**config.mk**
```make
export PLATFORM = sky130hd
export DESIGN_NAME = dad_regs
export DESIGN_NICKNAME = d
export VERILOG_FILES = /design/src/sv/dad_pkg.sv /design/src/sv/dad_regs.sv
export SDC_FILE = /design/constraint.sdc
export NUM_CORES = 1
export LEC_CHECK = 0
export ABC_AREA = 1
export ABC_CLOCK_PERIOD_IN_PS = 2000
export BUFFER_PORTS_ARGS = -buffer_cell sky130_fd_sc_hd__buf_2
export CORE_ASPECT_RATIO = 0.5
export CORE_UTILIZATION = 35
export CTS_BUF_LIST = sky130_fd_sc_hd__clkbuf_4 sky130_fd_sc_hd__clkbuf_8
export CTS_CLUSTER_SIZE = 10
export DETAILED_ROUTE_END_ITERATION = 10
export SETUP_SLACK_MARGIN = 0.4
export SLEW_MARGIN = 30
export SYNTH_ARGS = -nofsm -noshare
export SYNTH_HDL_FRONTEND = slang
export SYNTH_SLANG_ARGS = --single-unit
```
**constraint.sdc**
```tcl
create_clock -name clk -period 2 [get_ports clk]
set_input_delay 0.2 -clock clk [delete_from_list [all_inputs] [get_ports clk]]
set_output_delay 0.2 -clock clk [all_outputs]
set_load 0.02 [all_outputs]
```
**src/sv/dad_pkg.sv**
```systemverilog
`timescale 1ns / 1ps

package dad_pkg;

    // Fixed field widths
    localparam int ELEM_W   = 17;
    localparam int IDX_W    = 9;
    localparam int CFG_IDX_W = 3;
    localparam int CFG_DATA_W = 24;

    // Row layout: four box values, objectness, then class scores
    localparam logic [IDX_W-1:0] FIELD_CX    = 9'd0;
    localparam logic [IDX_W-1:0] FIELD_CY    = 9'd1;
    localparam logic [IDX_W-1:0] FIELD_W     = 9'd2;
    localparam logic [IDX_W-1:0] FIELD_H     = 9'd3;
    localparam logic [IDX_W-1:0] FIELD_OBJ   = 9'd4;
    localparam logic [IDX_W-1:0] BOX_FIELDS  = 9'd5;

    // Register map
    localparam logic [CFG_IDX_W-1:0] CFG_SCORE_THRESHOLD = 3'd0;
    localparam logic [CFG_IDX_W-1:0] CFG_CLASS_COUNT     = 3'd1;
    localparam logic [CFG_IDX_W-1:0] CFG_PAD_LEFT        = 3'd2;
    localparam logic [CFG_IDX_W-1:0] CFG_PAD_TOP         = 3'd3;
    localparam logic [CFG_IDX_W-1:0] CFG_INVERSE_SCALE   = 3'd4;
    localparam logic [CFG_IDX_W-1:0] CFG_IMAGE_WIDTH     = 3'd5;
    localparam logic [CFG_IDX_W-1:0] CFG_IMAGE_HEIGHT    = 3'd6;

    typedef struct packed {
        logic [15:0] score_threshold;
        logic [7:0]  class_count;
        logic [11:0] pad_left;
        logic [11:0] pad_top;
        logic [23:0] inverse_scale;
        logic [13:0] image_width;
        logic [13:0] image_height;
    } cfg_t;

    typedef enum logic [1:0] {
        ST_ACCUM,
        ST_CALC,
        ST_EMIT
    } state_t;

    // Datapath steps after row end, in issue order
    typedef enum logic [3:0] {
        OP_SCORE,
        OP_CX,
        OP_SW,
        OP_CXI,
        OP_SWI,
        OP_EDGEX,
        OP_CY,
        OP_SH,
        OP_CYI,
        OP_SHI,
        OP_EDGEY
    } op_t;

    typedef struct packed {
        logic capture;
        logic op_en;
        op_t  op;
        logic load;
        logic clear;
    } ctrl_cmd_t;

    typedef struct packed {
        logic row_last;
        logic reject;
        logic out_free;
    } dp_status_t;

endpackage

```
**src/sv/dad_regs.sv**
```systemverilog
`timescale 1ns / 1ps

module dad_regs (
    input  logic                           clk,
    input  logic                           rst_n,
    input  logic                           cfg_valid,
    output logic                           cfg_ready,
    input  logic [dad_pkg::CFG_IDX_W-1:0]  cfg_index,
    input  logic [dad_pkg::CFG_DATA_W-1:0] cfg_data,
    output dad_pkg::cfg_t                  cfg
);
    import dad_pkg::*;

    cfg_t cfg_reg;
    cfg_t cfg_next;

    assign cfg_ready = 1'b1;
    assign cfg       = cfg_reg;

    always_comb
    begin
        cfg_next = cfg_reg;
        if (cfg_valid)
        begin
            case (cfg_index)
                CFG_SCORE_THRESHOLD: cfg_next.score_threshold = cfg_data[15:0];
                CFG_CLASS_COUNT:     cfg_next.class_count     = cfg_data[7:0];
                CFG_PAD_LEFT:        cfg_next.pad_left        = cfg_data[11:0];
                CFG_PAD_TOP:         cfg_next.pad_top         = cfg_data[11:0];
                CFG_INVERSE_SCALE:   cfg_next.inverse_scale   = cfg_data[23:0];
                CFG_IMAGE_WIDTH:     cfg_next.image_width     = cfg_data[13:0];
                CFG_IMAGE_HEIGHT:    cfg_next.image_height    = cfg_data[13:0];
                default:             cfg_next = cfg_reg;
            endcase
        end
    end

    always_ff @(posedge clk or negedge rst_n)
    begin
        if (!rst_n)
        begin
            cfg_reg.score_threshold <= 16'd19661;
            cfg_reg.class_count     <= 8'd80;
            cfg_reg.pad_left        <= 12'd0;
            cfg_reg.pad_top         <= 12'd0;
            cfg_reg.inverse_scale   <= 24'd65536;
            cfg_reg.image_width     <= 14'd640;
            cfg_reg.image_height    <= 14'd640;
        end
        else
        begin
            cfg_reg <= cfg_next;
        end
    end

endmodule

```
==> results of run 1 <==
==> worst paths after layout <==
path	from	to	slack, ns	cells past startpoint
setup / recovery	cfg[9]	cfg[9]	0.70	1
hold / removal	cfg_data[14]	cfg[98]	0.04	3
setup reg to reg	cfg[9]	cfg[9]	1.25	2
hold reg to reg	cfg[86]	cfg[86]	0.47	2
max in group asynchronous	rst_n	cfg[44]	1.07	3
min in group asynchronous	rst_n	cfg[58]	0.29	2
==> layer usage <==
| metal | part of all wire (%) | vias up | GRT usage, % | routed length [um] |
|---|---|---|---|---|
| met1 | 49 | 1589 | 29.0 | 5580 |
| met4 | 1.1 | 0 | 6.00 | 124 |
| met5 | 0 | - | 0 | 0 |
| li1 | - | 1660 | - | - |
| met2 | 45 | 72 | 31.0 | 5140 |
| met3 | 4.2 | 11 | 4.41 | 471 |
==> power by group <==
group / switching [mW] / total [mW] / leakage [nW] / internal, mW
Clock: 0.780 / 1.26 / 0.0940 / 0.483
Combinational: 0.992 / 1.45 / 1.56 / 0.461
Sequential: 0.208 / 2.65 / 1.23 / 2.44
Total: 1.98 / 5.36 / 2.88 / 3.38
==> placed cells by master (no fill, tap or decap) <==
cell type      count
nand2_1          251
nor2_2             2
clkinv_8           1
clkinv_4           1
buf_2            128
clkbuf_8           9
buf_4             14
dfstp_2           15
nand3_1           60
buf_12             2
nor2_1             4
conb_1             1
inv_6              4
nor2_4             1
inv_1              5
clkinv_1           1
clkinvlp_4         1
dlygate4sd3_1      1
dfrtp_1           85
nand2_2            1
==> logic make-up (layout without fill, tap and decap cells) <==
logic type    Yosys count  count (layout)  synth area share [%]
simple gates          319             319                  32.5
flops                 100             100                  64.2
buf+inv                28             167                  3.19
other cells             1               1                0.0955
==> cell type report <==
class	instances	share of cell area, %
clock buffers	9	2.48
clock inverters	7	1.35
inverters	6	0.451
multi-input cells	320	25.8
flip-flops and latches	100	50.5
well taps	140	3.51
repair buffers	145	15.9
==> Yosys cell counts (all sizes together) <==
master and number:
nand2 252, buf 14, conb 1, clkinv 1, inv 5, nor2 7, clkbuf 8, dfrtp 85
nand3 60, dfstp 15
==> per-stage QoR <==
stage               hold slack, ns  setup WS, ns  utilization (%)  std cells  area [um2]
finish                      0.0428         0.701             47.4        727        5000
global route                0.0311         0.635             47.4        727        5000
CTS                         0.0252         0.674             47.4        727        5000
detailed placement           0.180         0.467             45.5        710        4800
global placement             0.174         0.449             45.5        710        4800
floorplan                  -0.0956         0.968                -        448        3930
==> timing repair <==
item,CTS,global route
endpoints found under the hold margin,27,0
hold buffers,1,0
resized for setup,0,0
==> summary.txt, run 1 <==
Floorplanning
  • Die X: between 150 and 200 um
  • Die ar.: around 12000 um2
  • Rows: 26
  • Starting density of the core: approximately 37%
  • Core area: about 11000 um2
  • Io pins: 131
  • Die height: just under 80 um

Setup path
  • WP data required: 1.80 ns
  • Critical Path Sink Type: output port
  • Slowest cell on the critical path: dfstp_2
  • Critical path class: flop to output port
  • Critical-path cell list: buf_2
  • CP max FO: 2
  • Peak per-stage delay on the critical path: between 0.5 and 0.6 ns
  • Critical Path Start Type: flop
  • CP top delay family: flip-flops
  • Crit path buf inv count: 1
  • Worst EP arrival: approximately 1.1 ns

Logic synthesis
  • FF+latch count, synth: 100
  • Cell taking the most area after synthesis: dfrtp_1
  • Synth unique cells: 13
  • Synth warn: 0
  • Ranking of synthesized cells by area: dfrtp_1 (54%), nand2_1 (24%), dfstp_2 (10%)
  • Post-Syn Area: approximately 3900 um2
  • Register area share after synthesis: 64.2%
  • Synth Net Count: 478
  • Top-area cell type share of the netlist area: between 50% and 60%
  • Syn Inst Count: approximately 450
  • Syn avg cell area: 8.77 um2

Run status
  • Status: finished, final reports clean

Routing
  • DRT iter0 DRCs: about 230
  • Drt wl/cell: roughly 16 um
  • Vias after detailed routing: 3332
  • Antenna Nets Post-Route: 0
  • Drt drc: 0
  • WL final: around 11 mm
  • Drt pass-1 iters: 4
  • Via density: between 4 and 5

Clock network
  • Clock Pin Slew Worst Setup and Hold Paths: 0.11 ns
  • CTS Sinks: 100
  • CTS tree: done
  • CTS Root Cell: clkbuf_8
  • Later-pin clock latency in the skew report: about 0.38 ns
  • Htree depth: 3
  • Total CTS buffers: 9
  • Maximum root-to-sink buffer count: 2
  • # Post-CTS Setup Buffers: 0

Layout
  • Final layout net count: roughly 610
  • Multi-input combinational cell area: 1290 um2
  • Max FFs per register: 100
  • Layout cell share with drive strength beyond 1: between 30 and 40%
  • Reg area: 2520 um2
  • Filler cells: around 1000
  • Area grow syn2layout: 27.2%
  • # diodes: 0

Timing
  • Clk_skew: 0 ns
  • Max Clk Rate: just under 0.8 GHz
  • Fin crit share: between 60% and 70%
  • Final Hold Fails: 0
  • Worst Tran Pin Value: approximately 0.55 ns
  • Worst rel slew slack: between 60 and 70%
  • Post-route minimum period: approximately 1.3 ns
  • Final Max Slew Viols: 0
  • RSZ-0062 raised after global routing: false
  • Setup TNS: 0 ns
  • Setup violations, final: 0

Global routing
  • Largest net degree at the start of global routing: 39
  • Initial antenna violation count: 0
  • Vias in the first global route: around 3200
  • Overflow after GRT: 0
  • First-pass GRT wire length: 18.0 mm
  • GRT Total Usage: between 20% and 30%

Pwr
  • Power after layout: roughly 5.4 mW
  • LEAKAGE: between 2 and 3 nW
  • PD cells: about 1100 nW/um2
  • Max IR drop VDD: about 340 uV

Placed design
  • Detailed Place HPWL: a little under 8 mm
  • # port buffers: 129
  • GP Congestion: 0.793

Worst hold path
  • Worst Hold Class: input pin to flop

Run
  • Max Cap Violations: 0
No activity file was read; power rests on OpenSTA's default activity.
==> run 2: changes to the inputs <==
ABC_AREA = 0   (was 1)
ABC_CLOCK_PERIOD_IN_PS = 1070   (was 2000)
clock period = 1.07 ns   (was 2 ns; I/O delays follow)
==> run 2 against run 1 <==
Compared with the run above:
- the flow now finishes with violations (negative hold slack, negative setup slack)
- sequential share of layout area shrank 14 points
- via count shrank 17%
- clock skew is the same
- design area grew 38%
- synthesized cell count shrank 51%
- power grew to 2.5 times the previous value
- die area shrank 3.1%
- critical path depth is the same
- register-to-register slack lost 1.2 ns
- utilization grew 19 points
- first-iteration DRC count shrank 30%
- count of clock-buffer cells in the layout grew 5
- critical path type unchanged
- largest power group is now combinational logic
==> summary.txt, run 2 <==
Run status
  • Status: finished, violations left
  • Violated checks: negative hold slack, negative setup slack

Global routing
  • Initial antenna violation count: 0
  • Largest net degree at the start of global routing: 49
  • Vias in the first global route: 2834
  • Overflow after GRT: 0
  • GRT Total Usage: between 20 and 25%
  • First-pass GRT wire length: between 15 and 20 mm

Pwr
  • Logic pwr share: between 40% and 50%
  • Psw: ~4.1 mW
  • PD cells: 1970 nW/um2
  • LEAKAGE: between 3 and 4 nW
  • Max IR drop VDD: around 860 uV
  • Sw Ratio: between 30 and 40%
  • Int Power: about 9.5 mW
  • Clk network pwr share: around a fifth
  • Part of the power in registers: between 30 and 40%

Placed design
  • GP Congestion: 0.728
  • Detailed Place HPWL: ~6.6 mm
  • Inst Count DP: between 400 and 500
  • # port buffers: 129

Setup path
  • CP max FO: 2
  • Critical-path cell list: buf_6
  • Reg2reg start: cfg[37]
  • Slowest cell on the critical path: dfstp_2
  • Crit path from: cfg[80]
  • Worst EP arrival: about 1.1 ns
  • CP top delay family: flip-flops
  • Peak per-stage delay on the critical path: between 0.5 and 0.6 ns
  • WP data required: roughly 0.96 ns
  • Crit path buf inv count: 1
  • Critical Path Start Type: flop
  • Critical path class: flop to output port
  • Critical Path Sink Type: output port

Routing
  • Drt pass-1 iters: 6
  • Drt drc: 0
  • DRT iter0 DRCs: between 150 and 200
  • Vias after detailed routing: 2766
  • WL final: ~12 mm
  • Via density: around 4.7
  • Antenna Nets Post-Route: 0
  • Drt wl/cell: approximately 20 um

Floorplanning
  • Io pins: about 130
  • Die height: ~76 um
  • Starting density of the core: 36.7%
  • Die X: roughly 150 um
  • Die ar.: between 10000 and 15000 um2
  • Rows: 26
  • Core area: just over 10000 um2

Clock network
  • Htree depth: 3
  • Total CTS buffers: 9
  • Later-pin clock latency in the skew report: roughly 0.36 ns
  • CTS tree: done
  • CTS Root Cell: clkbuf_8
  • CTS Sinks: 100
  • Maximum root-to-sink buffer count: 2
  • Clock Pin Slew Worst Setup and Hold Paths: roughly 0.1 ns

Timing
  • Final Hold Fails: just under 100
  • Setup violations, final: 15
  • Fin crit share: 108%
  • Max Clk Rate: between 0.8 and 0.9 GHz
  • RSZ-0062 raised after global routing: true
  • Clk_skew: 0 ns
  • Post-route minimum period: approximately 1.2 ns
  • Fin Hold WS: -0.400 ns
  • Final Max Slew Viols: 0
  • Setup ws final: -0.0846 ns

Logic synthesis
  • Synth unique cells: 11
  • Post-synth EDFFs: 0
  • Syn avg cell area: roughly 17 um2
  • Synth Net Count: approximately 250
  • Syn Inst Count: 218
  • Most used DFF post-synth: dfrtp_1
  • Most frequent cells after synthesis: mux2_2 (100), dfrtp_1 (85), dfstp_2 (15)
  • FF+latch count, synth: 100
  • Synth warn: 0
  • Top-count cell post-synth: mux2_2
  • Top-area cell type share of the netlist area: approximately 56%
  • Ranking of synthesized cells by area: dfrtp_1 (56%), mux2_2 (30%), dfstp_2 (10%)
  • Post-synth ARST share: 100%
  • Cell taking the most area after synthesis: dfrtp_1
  • Register area share after synthesis: roughly 66%
  • Post-Syn Area: 3800 um2

Layout
  • Layout Utilization: around two thirds
  • # diodes: 0
  • Most frequent cells in the layout: buf_6 (140), mux2_4 (96), dfrtp_1 (83)
  • Filler cells: 683
  • Final layout net count: around 470
  • Layout cell share with drive strength beyond 1: roughly 81%
  • Area grow syn2layout: 81.3%
  • Max FFs per register: 100
  • Layout Cells excl Fill: between 500 and 600
  • Most common cell after layout, fill and taps aside: buf_6

Worst hold path
  • Worst Hold Class: input pin to asynchronous set/reset pin

Run
  • Max Cap Violations: 0
[run 2: changes by cell type after synthesis, moves of 2 or more]
cell / before / now
nand3_1: 60 / 0
nor4bb_1: 0 / 2
nor2_1: 6 / 0
inv_1: 5 / 0
nand4b_1: 0 / 3
clkbuf_1: 8 / 0
nand2_1: 251 / 0
buf_6: 0 / 3
buf_2: 13 / 6
mux2_2: 0 / 100
[run 2: layer usage]
layer  global-route usage, %  wire (um)  part of all wire (%)
met1                    25.6       5190                    44
met3                    5.93        596                   5.0
met5                       0          0                     0
met4                    6.92        151                   1.3
met2                    33.8       5930                    50
[run 2: stage by stage]
step                power, mW  setup TNS [ns]  cell area (um2)  setup slack (ns)
finish                   13.6          -0.997             6900           -0.0846
global route             14.2           -1.99             6900            -0.132
CTS                      13.1           -1.21             6550            -0.103
detailed placement       8.64          -20.72             5030            -0.293
global placement         8.54          -18.98             5030            -0.258
floorplan                7.29           -2.33             4040            -0.108
[run 2: area by class of cell]
type,instances,area (um2),share of cell area [%]
Clock buffer,14,168,2.43
Tap cell,140,175,2.54
Sequential cell,100,2520,36.6
Timing Repair Buffer,224,2390,34.7
Multi-Input combinational cell,108,1600,23.2
Clock inverter,2,37.5,0.544
[run 2: worst paths after layout]
kind,cells after the start,slack (ns),to
max,1,-0.08,cfg[80]
min,1,-0.40,cfg[55]
max reg2reg,3,0.04,cfg[37]
min reg2reg,1,0.54,cfg[47]
max in group asynchronous,2,0.90,cfg[91]
min in group clk,2,-0.03,cfg[45]
[run 2: what timing repair did]
item / CTS / global route
hold endpoints to repair: 99 / 99
gates resized for setup: 283 / 23
gates cloned: 4 / 1
pin swaps: 4 / 3
setup endpoints to repair: 200 / 200
setup buffers: 40 / 30
[run 2: cells by family after synthesis]
| kind of cell | share of synthesized area (%) |
|---|---|
| buf+inv | 1.87 |
| flops | 66.3 |
| mux | 29.6 |
| other cells | 0.0986 |
| simple gates | 2.17 |
[run 2: power by group through the flow]
stage	combinational, mW	sequential (mW)	clock, mW
4_1_cts	5.16	5.34	2.56
6_report	5.66	5.40	2.53
3_3_place_gp	3.37	5.17	0
5_1_grt	5.93	5.49	2.76
3_5_place_dp	3.44	5.20	0
2_1_floorplan	1.05	6.24	0
