**src/sv/dad_pkg.sv**
```systemverilog
`timescale 1ns / 1ps

package dad_pkg;

    // Fixed field widths
    localparam int ELEM_W   = 17;
    localparam int IDX_W    = 9;
    localparam int CFG_IDX_W = 3;
    localparam int CFG_DATA_W = 24;

    // Row layout: four box values, objectness, then class scores
    localparam logic [IDX_W-1:0] FIELD_CX    = 9'd0;
    localparam logic [IDX_W-1:0] FIELD_CY    = 9'd1;
    localparam logic [IDX_W-1:0] FIELD_W     = 9'd2;
    localparam logic [IDX_W-1:0] FIELD_H     = 9'd3;
    localparam logic [IDX_W-1:0] FIELD_OBJ   = 9'd4;
    localparam logic [IDX_W-1:0] BOX_FIELDS  = 9'd5;

    // Register map
    localparam logic [CFG_IDX_W-1:0] CFG_SCORE_THRESHOLD = 3'd0;
    localparam logic [CFG_IDX_W-1:0] CFG_CLASS_COUNT     = 3'd1;
    localparam logic [CFG_IDX_W-1:0] CFG_PAD_LEFT        = 3'd2;
    localparam logic [CFG_IDX_W-1:0] CFG_PAD_TOP         = 3'd3;
    localparam logic [CFG_IDX_W-1:0] CFG_INVERSE_SCALE   = 3'd4;
    localparam logic [CFG_IDX_W-1:0] CFG_IMAGE_WIDTH     = 3'd5;
    localparam logic [CFG_IDX_W-1:0] CFG_IMAGE_HEIGHT    = 3'd6;

    typedef struct packed {
        logic [15:0] score_threshold;
        logic [7:0]  class_count;
        logic [11:0] pad_left;
        logic [11:0] pad_top;
        logic [23:0] inverse_scale;
        logic [13:0] image_width;
        logic [13:0] image_height;
    } cfg_t;

    typedef enum logic [1:0] {
        ST_ACCUM,
        ST_CALC,
        ST_EMIT
    } state_t;

    // Datapath steps after row end, in issue order
    typedef enum logic [3:0] {
        OP_SCORE,
        OP_CX,
        OP_SW,
        OP_CXI,
        OP_SWI,
        OP_EDGEX,
        OP_CY,
        OP_SH,
        OP_CYI,
        OP_SHI,
        OP_EDGEY
    } op_t;

    typedef struct packed {
        logic capture;
        logic op_en;
        op_t  op;
        logic load;
        logic clear;
    } ctrl_cmd_t;

    typedef struct packed {
        logic row_last;
        logic reject;
        logic out_free;
    } dp_status_t;

endpackage

```
**src/sv/dad_ctrl.sv**
```systemverilog
`timescale 1ns / 1ps

module dad_ctrl (
    input  logic                 clk,
    input  logic                 rst_n,
    input  logic                 in_valid,
    output logic                 in_stall,
    input  dad_pkg::dp_status_t  status,
    output dad_pkg::ctrl_cmd_t   cmd
);
    import dad_pkg::*;

    state_t state_reg;
    state_t state_next;
    op_t    step_reg;
    op_t    step_next;

    // Next state
    always_comb
    begin
        state_next = state_reg;
        step_next  = step_reg;
        case (state_reg)
            ST_ACCUM:
            begin
                if (in_valid && status.row_last)
                begin
                    state_next = ST_CALC;
                    step_next  = OP_SCORE;
                end
            end
            ST_CALC:
            begin
                if (step_reg == OP_EDGEY)
                begin
                    state_next = ST_EMIT;
                end
                else
                begin
                    step_next = op_t'(step_reg + 4'd1);
                end
            end
            ST_EMIT:
            begin
                if (status.reject || status.out_free)
                begin
                    state_next = ST_ACCUM;
                end
            end
            default:
            begin
                state_next = ST_ACCUM;
            end
        endcase
    end

    // Outputs
    always_comb
    begin
        in_stall    = 1'b1;
        cmd.capture = 1'b0;
        cmd.op_en   = 1'b0;
        cmd.op      = step_reg;
        cmd.load    = 1'b0;
        cmd.clear   = 1'b0;
        case (state_reg)
            ST_ACCUM:
            begin
                in_stall    = 1'b0;
                cmd.capture = in_valid;
            end
            ST_CALC:
            begin
                cmd.op_en = 1'b1;
            end
            ST_EMIT:
            begin
                cmd.load  = !status.reject && status.out_free;
                cmd.clear = status.reject || status.out_free;
            end
            default:
            begin
                in_stall = 1'b1;
            end
        endcase
    end

    always_ff @(posedge clk or negedge rst_n)
    begin
        if (!rst_n)
        begin
            state_reg <= ST_ACCUM;
            step_reg  <= OP_SCORE;
        end
        else
        begin
            state_reg <= state_next;
            step_reg  <= step_next;
        end
    end

endmodule

```
**config.mk**
```make
export PLATFORM = sky130hd
export DESIGN_NAME = dad_ctrl
export DESIGN_NICKNAME = d
export VERILOG_FILES = /design/src/sv/dad_pkg.sv /design/src/sv/dad_ctrl.sv
export SDC_FILE = /design/constraint.sdc
export NUM_CORES = 1
export LEC_CHECK = 0
export BUFFER_PORTS_ARGS = -buffer_cell sky130_fd_sc_hd__buf_2
export CAP_MARGIN = 5
export CORE_AREA = 2 2 39 41
export CTS_CLUSTER_DIAMETER = 100
export DETAILED_ROUTE_END_ITERATION = 8
export DIE_AREA = 0 0 41 43
export PLACE_DENSITY = 0.57
export SLEW_MARGIN = 20
export SYNTH_ARGS = -nofsm -noshare
export SYNTH_HDL_FRONTEND = slang
export SYNTH_SLANG_ARGS = --single-unit
```
**constraint.sdc**
```tcl
create_clock -name clk -period 2.5 [get_ports clk]
set_input_delay 0.25 -clock clk [delete_from_list [all_inputs] [get_ports clk]]
set_output_delay 0.25 -clock clk [all_outputs]
set_load 0.02 [all_outputs]
```
==> results of run 1 <==
[area by class of cell]
cell class                 instances  area [um^2]  area share
clock buffer                       3         22.5      0.0472
tap                               16         20.0      0.0420
timing repair buffer              15         80.1       0.168
inverter                           3         11.3      0.0236
sequential                         6          150       0.315
multi-input combinational         25          193       0.404
[power groups by stage]
stage / logic [mW] / clock network, mW / registers (mW)
after floorplan: 0.210 / 0 / 0.220
after global placement: 0.314 / 0 / 0.192
after detailed placement: 0.315 / 0 / 0.193
after CTS: 0.317 / 0.0912 / 0.191
after global routing: 0.345 / 0.0967 / 0.201
final: 0.313 / 0.0846 / 0.191
[synth_stat cells, drive strengths merged]
cell type  n  area, um^2
a211oi     1        7.51
nand3b     1        7.51
nor2       2        7.51
and4       1        10.0
dfrtp      6         150
a21o       3        22.5
ha         2        25.0
or2        1        6.26
a211o      1        8.76
nor3b      2        20.0
nand2b     4        27.5
inv        3        11.3
o32ai      1        8.76
a22oi      1        12.5
nand3      1        5.00
and3b      1        8.76
nor3       3        15.0
buf        1        7.51
[cells by family (layout without fill, tap and decap cells)]
| logic type | Yosys count | count (layout) | synth area share |
|---|---|---|---|
| AOI/OAI and AO/OA | 7 | 7 | 0.166 |
| adders and majority gates | 2 | 2 | 0.0692 |
| buffers and inverters | 4 | 21 | 0.0519 |
| DFF | 6 | 6 | 0.415 |
| and+or+nand+nor | 16 | 16 | 0.298 |
[worst max-delay path, cell delays in order, from the launching register on]
cell and delay, ns:
dfrtp_1 0.41, nand2b_1 0.19, nor3b_1 0.20, buf_2 0.19
[routing by layer]
metal / wire, um / vias to the layer above / track usage
li1: - / 161 / -
met1: 290 / 143 / 0.0900
met2: 300 / 13 / 0.116
met3: 68 / 0 / 0.0314
met4: 0 / 0 / 0.0800
met5: 0 / - / 0
[stage by stage]
stage                     area, um^2  hold slack, ns
after floorplan                  362         -0.0456
after global placement           444          0.0850
after detailed placement         444          0.0811
after CTS                        477           0.234
after global routing             477           0.241
final                            477           0.242
[path summary, 6_finish.rpt]
path / start / to / slack [ns] / depth (start not counted)
hold / removal: status[0] / state_reg[1]$_DFFE_PN0P_ / 0.24 / 2
max in group asynchronous: rst_n / step_reg[0]$_DFFE_PN0P_ / 1.99 / 2
setup reg to reg: step_reg[0]$_DFFE_PN0P_ / step_reg[3]$_DFFE_PN0P_ / 1.13 / 5
setup / recovery: state_reg[0]$_DFFE_PN0P_ / cmd[1] / 1.04 / 3
min in group asynchronous: rst_n / step_reg[3]$_DFFE_PN0P_ / 0.36 / 2
hold reg to reg: step_reg[1]$_DFFE_PN0P_ / step_reg[1]$_DFFE_PN0P_ / 0.57 / 1
[what timing repair did]
| action | CTS | global route |
|---|---|---|
| endpoints found under the hold margin | 6 | 0 |
| endpoints found under the setup margin | 0 | 0 |
| hold buffers | 1 | 0 |
| gates resized for setup | 0 | 0 |
==> impl_metrics.tcl, run 1 <==
set metrics [dict create \
    ys_warn_count 0 \
    number_of_global_route_vias_before_repair 251 \
    layout_common_cells "14 x buf_2, 6 x dfrtp_1" \
    drt_drc_violations_left 0 \
    power_switching_share 0.435 \
    total_of_endpoints_with_negative_setup_slack_in_the_final_report 0 \
    power.share.clock 0.144 \
    syn-num-nets 43 \
    number_of_flip_flops_and_latches_in_the_synthesized_netlist 6 \
    worstPathArrival_ns 1.21 \
    crit_path_end_kind "primary output" \
    largest_reg_flops 4 \
    detailedRoute.firstPassIterationCount 4 \
    power.density_nw_per_um2 1240 \
    post-layout-total-power_mw 0.589 \
    power.leakage_nw 0.256 \
    grt_overflow 0 \
    post_synth_instance_area_um2 362 \
    comb_power_share 0.531 \
    gp_congestion 0.775 \
    vdd.ir_drop.worst_uv 465 \
    run_status "finished clean" \
    cts.root.buffer_cell "clkbuf_4" \
    area_growth_from_synthesis_to_layout_pct 31.8 \
    maxCapViolCount 0 \
    min_period_ns 1.46 \
    num-nets-final 62 \
    sort_of_element_at_the_start_of_the_critical_path "flop" \
    vias_per_cell 4.66 \
    cts_tree "done" \
    drt_first_iter_violations 2 \
    finalCoreUtilization 0.344 \
    final_cells 68 \
    clk_path_buf_depth 2 \
    final_common_cell "buf_2" \
    synthDistinctLibCells 21 \
    fp.dieArea_um2 1760 \
    core-area_um2 1380 \
    critPathKind "reg -> out" \
    worst_slew_margin_rel 0.806 \
    cts_num_sinks 6 \
    layout-drive-gt1-share 0.442 \
    hold_path_class "in -> reg" \
    skew_final_ns 0.00201 \
    timing_max_transition_violations_final 0 \
    port-buffer-count 14 \
    dr_total_vias 317 \
    tritoncts.num_buffers 3 \
    htree_levels 1 \
    insertedDiodeCount 0 \
    grt_setup_unrepaired "no" \
    max_frequency_mhz 684 \
    worstPathRequired_ns 2.25 \
    wl_per_cell_um 9.68 \
    placementRows 14 \
    timing.setup.tns_ns 0 \
    path_clk_slew_ns 0.04 \
    post_synth.cell_area_avg_um2 10.3 \
    start_util 0.261 \
    sequential_element_share_of_the_synthesized_area 0.415 \
    dp_wirelength_um 526 \
    tot_gr_track_use 0.0832 \
    floorplan.die.width_um 41 \
    number_of_instances_in_the_placed_design 64 \
    die_height_um 43 \
    antenna_found_initial 0 \
    power.net_switching_mw 0.256 \
    antenna_violating_nets_post_route 0 \
    clkLatencyLatePin_ns 0.24 \
    ioPinCount 15 \
    grt_first_pass_wirelength_um 945 \
    cellInternalPower_mw 0.332 \
    crit_path_max_fanout 4 \
    share_seq_of_total_power 0.325 \
    drt_wl_total_um 658 \
    filler_cell_count 143 \
    timing.final.ws_setup_ns 1.04 \
    hold_viol 0 \
    tightest_slew_ns 0.291 \
    grt_start_max_net_pins 8 \
    synthCells 35 \
    post-route-period-util 0.585 \
    post-cts-setup-buffers 0 \
    detailedPlace.worstSlack_ns 1.12 \
]
Note: power is estimated with default switching activity, not from simulation.
==> run 2, diff against run 1 <==
==> constraint.sdc (replaced) <==
create_clock -name clk -period 1.35 [get_ports clk]
set_input_delay 0.135 -clock clk [delete_from_list [all_inputs] [get_ports clk]]
set_output_delay 0.135 -clock clk [all_outputs]
set_load 0.02 [all_outputs]
==> run 2 against run 1 <==
Register-to-register slack got worse by 1.1 ns; critical endpoint is now step_reg[3]$_DFFE_PN0P_; critical path depth up 1; first-iteration DRC count decreased by 50%; clock-buffer cell count is 1 higher; cell count rose by 7.4%.
==> impl_metrics.tcl, run 2 (synthesized netlist as in run 1, its figures left out) <==
set metrics [dict create \
    startpoint "state_reg[0]$_DFFE_PN0P_" \
    tot_gr_track_use 0.101 \
    layout-drive-gt1-share 0.561 \
    floorplan.die.width_um 41 \
    grt_first_pass_wirelength_mm 1.19 \
    worstPathRequired_ns 1.47 \
    cellInternalPower_mw 0.726 \
    path_clk_slew_ns 0.04 \
    skew_final_ns 0.00729 \
    clkLatencyLatePin_ns 0.24 \
    max_frequency_mhz 778 \
    gp_congestion 0.721 \
    cts_tree "done" \
    htree_levels 1 \
    dr_total_vias 348 \
    detailedRoute.firstPassIterationCount 3 \
    met2RoutedLength_um 376 \
    crit_path_max_fanout 5 \
    fp.dieArea_um2 1760 \
    tightest_slew_ns 0.253 \
    filler_cell_count 138 \
    antenna_violating_nets_post_route 0 \
    comb_power_share 0.571 \
    antenna_found_initial 0 \
    cts.root.buffer_cell "clkbuf_4" \
    worst_slew_margin_rel 0.831 \
    share_seq_of_total_power 0.291 \
    power.net_switching_mw 0.530 \
    total_of_endpoints_with_negative_setup_slack_in_the_final_report 0 \
    port-buffer-count 14 \
    core-area_um2 1380 \
    run_status "finished clean" \
    wirelength_met1_um 351 \
    tritoncts.num_buffers 3 \
    area_growth_from_synthesis_to_layout_pct 50.2 \
    wl_met3_um 52 \
    timing_max_transition_violations_final 0 \
    crit_path_end_kind "flop" \
    min_period_ns 1.29 \
    start_util 0.261 \
    placementRows 14 \
    drt_wl_total_um 780 \
    cts_num_sinks 6 \
    vdd.ir_drop.worst_uv 969 \
    die_height_um 43 \
    ioPinCount 15 \
    hold_path_class "in -> reg" \
    num-nets-final 66 \
    worstPathArrival_ns 1.40 \
    hold_viol 0 \
    wl_per_cell_um 10.7 \
    post-layout-total-power_mw 1.26 \
    critPathKind "reg -> reg" \
    layout_common_cells "12 x buf_2, 6 x buf_4, 4 x dfrtp_1" \
    r2r_start "state_reg[0]$_DFFE_PN0P_" \
    worst_hold_startpoint "status[0]" \
    number_of_global_route_vias_before_repair 325 \
    maxCapViolCount 0 \
    dp_wirelength_um 583 \
    vias_per_cell 4.77 \
    power.share.clock 0.138 \
    drt_drc_violations_left 0 \
    grt_overflow 0 \
    post-route-period-util 0.952 \
    timing.setup.tns_ns 0 \
    grt_start_max_net_pins 8 \
    insertedDiodeCount 0 \
    routed.top_layer "met3" \
    power.leakage_nw 0.276 \
    power_switching_share 0.422 \
    final_common_cell "buf_2" \
    largest_reg_flops 4 \
    clk_path_buf_depth 2 \
    power.density_nw_per_um2 2310 \
    drt_first_iter_violations 1 \
    sort_of_element_at_the_start_of_the_critical_path "flop" \
]
-- run 2: changes by cell type in the layout (fill, tap and decap cells not counted), sizes merged --
| cell | before | now |
|---|---|---|
| clkbuf | 3 | 4 |
| buf | 14 | 18 |
-- run 2: critical path, stage by stage (launching register included) --
cell     delay, ns
dfrtp_1       0.37
buf_4         0.15
nor3b_4       0.21
a22oi_2       0.14
a211o_1       0.30
-- run 2: per-stage QoR --
step / util / instance area, um^2 / hold slack [ns] / std cells / setup slack [ns]
floorplan: - / 372 / -0.161 / 35 / 0.0267
global placement: 0.344 / 477 / -0.0359 / 67 / 0.0652
detailed placement: 0.344 / 477 / -0.0336 / 67 / 0.0390
CTS: 0.376 / 520 / 0.116 / 73 / 0.0247
global route: 0.392 / 543 / 0.128 / 73 / -0.0179
finish: 0.392 / 543 / 0.124 / 73 / 0.0644
-- run 2: power groups by stage --
stage	registers, mW	logic, mW	clock network [mW]
after floorplan	0.422	0.404	0
after CTS	0.352	0.698	0.183
after global routing	0.380	0.793	0.200
after global placement	0.371	0.657	0
after detailed placement	0.369	0.657	0
final	0.366	0.718	0.173
-- run 2: routing by layer --
metal / up-vias / global-route usage
met5: - / 0
met4: 0 / 0.0200
met3: 0 / 0.0628
met2: 11 / 0.178
met1: 165 / 0.0918
li1: 172 / -
-- run 2: path summary, 6_finish.rpt --
path	to	slack (ns)	cells past startpoint
setup / recovery	step_reg[3]$_DFFE_PN0P_	0.06	4
hold / removal	state_reg[1]$_DFFE_PN0P_	0.12	2
setup reg to reg	step_reg[3]$_DFFE_PN0P_	0.06	4
hold reg to reg	step_reg[3]$_DFFE_PN0P_	0.58	1
max in group asynchronous	step_reg[1]$_DFFE_PN0P_	0.94	2
min in group asynchronous	step_reg[2]$_DFFE_PN0P_	0.26	2
-- run 2: cell type report --
| class | count | area, um^2 | share of cell area |
|---|---|---|---|
| Multi-Input combinational cell | 25 | 218 | 0.401 |
| Clock buffer | 4 | 26.3 | 0.0484 |
| Sequential cell | 6 | 153 | 0.281 |
| Timing Repair Buffer | 19 | 115 | 0.212 |
| Inverter | 3 | 11.3 | 0.0207 |
| Tap cell | 16 | 20.0 | 0.0369 |
-- run 2: repair_timing --
action                                 4_1_cts  5_1_grt
gates resized for setup                      0        6
setup endpoints to repair                    1        6
buffers inserted                             1        0
endpoints found under the hold margin        6        0
pin swaps                                    0        3
hold buffers                                 1        0
==> run 3, diff against run 2 <==
==> constraint.sdc (replaced) <==
create_clock -name clk -period 1.35 [get_ports clk]
set_input_delay 0.27 -clock clk [delete_from_list [all_inputs] [get_ports clk]]
set_output_delay 0.27 -clock clk [all_outputs]
set_load 0.02 [all_outputs]
==> run 3 against run 2 <==
The run now ends with setup timing left; sequential share of layout area is 0.57 points lower; maximum frequency is 7.6% lower; combinational power is 6.0% higher; first-iteration DRC count stayed put; via count is 2.9% lower; register-to-register slack hardly changed; cell count is 1.4% lower; cell area is 2.1% higher; core utilization is 0.81 points higher; critical path type is now reg -> out; critical endpoint is now cmd[1]; highest routed layer unchanged.
==> impl_metrics.tcl, run 3 (synthesized netlist as in run 1, its figures left out) <==
set metrics [dict create \
    floorplan.die.width_um 41 \
    sort_of_element_at_the_start_of_the_critical_path "flop" \
    critPathKind "reg -> out" \
    antenna_violating_nets_post_route 0 \
    r2r_start "step_reg[0]$_DFFE_PN0P_" \
    clkLatencyLatePin_ns 0.24 \
    cts.root.buffer_cell "clkbuf_4" \
    antenna_found_initial 0 \
    placed_area_um2 470 \
    cts_tree "done" \
    area_growth_from_synthesis_to_layout_pct 53.3 \
    die_height_um 43 \
    hold_viol 0 \
    final_common_cell "buf_2" \
    dp_wirelength_um 617 \
    start_util 0.261 \
    port-buffer-count 14 \
    grt_overflow 0 \
    skew_final_ns 0.000612 \
    fp.dieArea_um2 1760 \
    post-route-period-util 1.03 \
    vias_per_cell 4.69 \
    grt_start_max_net_pins 8 \
    core-area_um2 1380 \
    wl_per_cell_um 11.8 \
    number_of_instances_in_the_placed_design 66 \
    grt_first_pass_wirelength_mm 1.23 \
    hold_path_class "in -> reg" \
    worstPathArrival_ns 1.12 \
    num-nets-final 66 \
    timing_max_transition_violations_final 0 \
    detailedRoute.firstPassIterationCount 2 \
    power.density_nw_per_um2 2300 \
    insertedDiodeCount 0 \
    startpoint "state_reg[0]$_DFFE_PN0P_" \
    max_frequency_mhz 719 \
    path_clk_slew_ns 0.04 \
    gp_congestion 0.781 \
    failed_checks "setup timing" \
    cts_num_sinks 6 \
    grt_setup_unrepaired "yes" \
    crit_path_max_fanout 4 \
    total_of_endpoints_with_negative_setup_slack_in_the_final_report 3 \
    ioPinCount 15 \
    tightest_slew_ns 0.277 \
    placementRows 14 \
    htree_levels 1 \
    largest_reg_flops 4 \
    drt_first_iter_violations 1 \
    dr_total_vias 338 \
    final_cells 72 \
    timing.final.ws_setup_ns -0.0409 \
    clk_path_buf_depth 2 \
    worst_hold_startpoint "status[0]" \
    maxCapViolCount 0 \
    tritoncts.num_buffers 3 \
    drt_drc_violations_left 0 \
    final_area_um2 554 \
    drt_wl_total_um 848 \
    tot_gr_track_use 0.107 \
    power.leakage_nw 0.288 \
    crit_path_end_kind "primary output" \
    vdd.ir_drop.worst_uv 910 \
    run_status "complete, but fails checks" \
    layout-drive-gt1-share 0.571 \
    layout_common_cells "9 x buf_2, 7 x buf_4, 4 x dfrtp_1" \
    worstPathRequired_ns 1.08 \
    number_of_global_route_vias_before_repair 290 \
    min_period_ns 1.39 \
    worst_slew_margin_rel 0.815 \
]
run 3: critical path, cell delays in order (launching register included):
cell,delay (ns)
dfrtp_2,0.43
nand2b_4,0.16
nor3b_2,0.14
buf_4,0.16
run 3: repair_timing:
item,in CTS,in global routing
setup endpoints to repair,6,7
cloned,0,0
pin swaps,1,6
hold buffers,1,0
gates resized for setup,9,3
buffers inserted,2,0
endpoints found under the hold margin,6,0
run 3: layer usage:
| layer | global-route usage | wire length (um) |
|---|---|---|
| met5 | 0 | 0 |
| met2 | 0.163 | 417 |
| met1 | 0.119 | 382 |
| met4 | 0.0400 | 0 |
| met3 | 0.0628 | 48 |
run 3: final cells by class:
type | count | area (um^2)
timing repair buffer | 19 | 130
inverter | 3 | 11.3
fill | 145 | 830
sequential | 6 | 153
multi-input combinational | 25 | 218
clock buffer | 3 | 22.5
tap | 16 | 20.0
run 3: final timing paths:
kind	endpoint	slack, ns	depth (start not counted)
worst max-delay path	cmd[1]	-0.04	3
worst min-delay path	state_reg[1]$_DFFE_PN0P_	0.25	2
worst max register to register	step_reg[3]$_DFFE_PN0P_	0.06	5
worst min register to register	step_reg[0]$_DFFE_PN0P_	0.53	1
max in group asynchronous	state_reg[1]$_DFFE_PN0P_	0.79	2
min in group asynchronous	step_reg[2]$_DFFE_PN0P_	0.40	2
run 3: power by group:
part,switching (mW),internal (mW)
registers,0.0957,0.262
clock network,0.0573,0.100
logic,0.382,0.380
run 3: metrics by stage:
| step | hold WS, ns | worst slack, ns | TNS (ns) | total power, mW | util |
|---|---|---|---|---|---|
| finish | 0.250 | -0.0409 | -0.0863 | 1.28 | 0.401 |
| global placement | 0.105 | 0.0491 | 0 | 1.00 | 0.340 |
| detailed placement | 0.104 | 0.0130 | 0 | 1.01 | 0.340 |
| global route | 0.251 | -0.102 | -0.468 | 1.40 | 0.401 |
| CTS | 0.246 | -0.0637 | -0.134 | 1.26 | 0.393 |
| floorplan | -0.0256 | -0.0424 | -0.0424 | 0.810 | - |
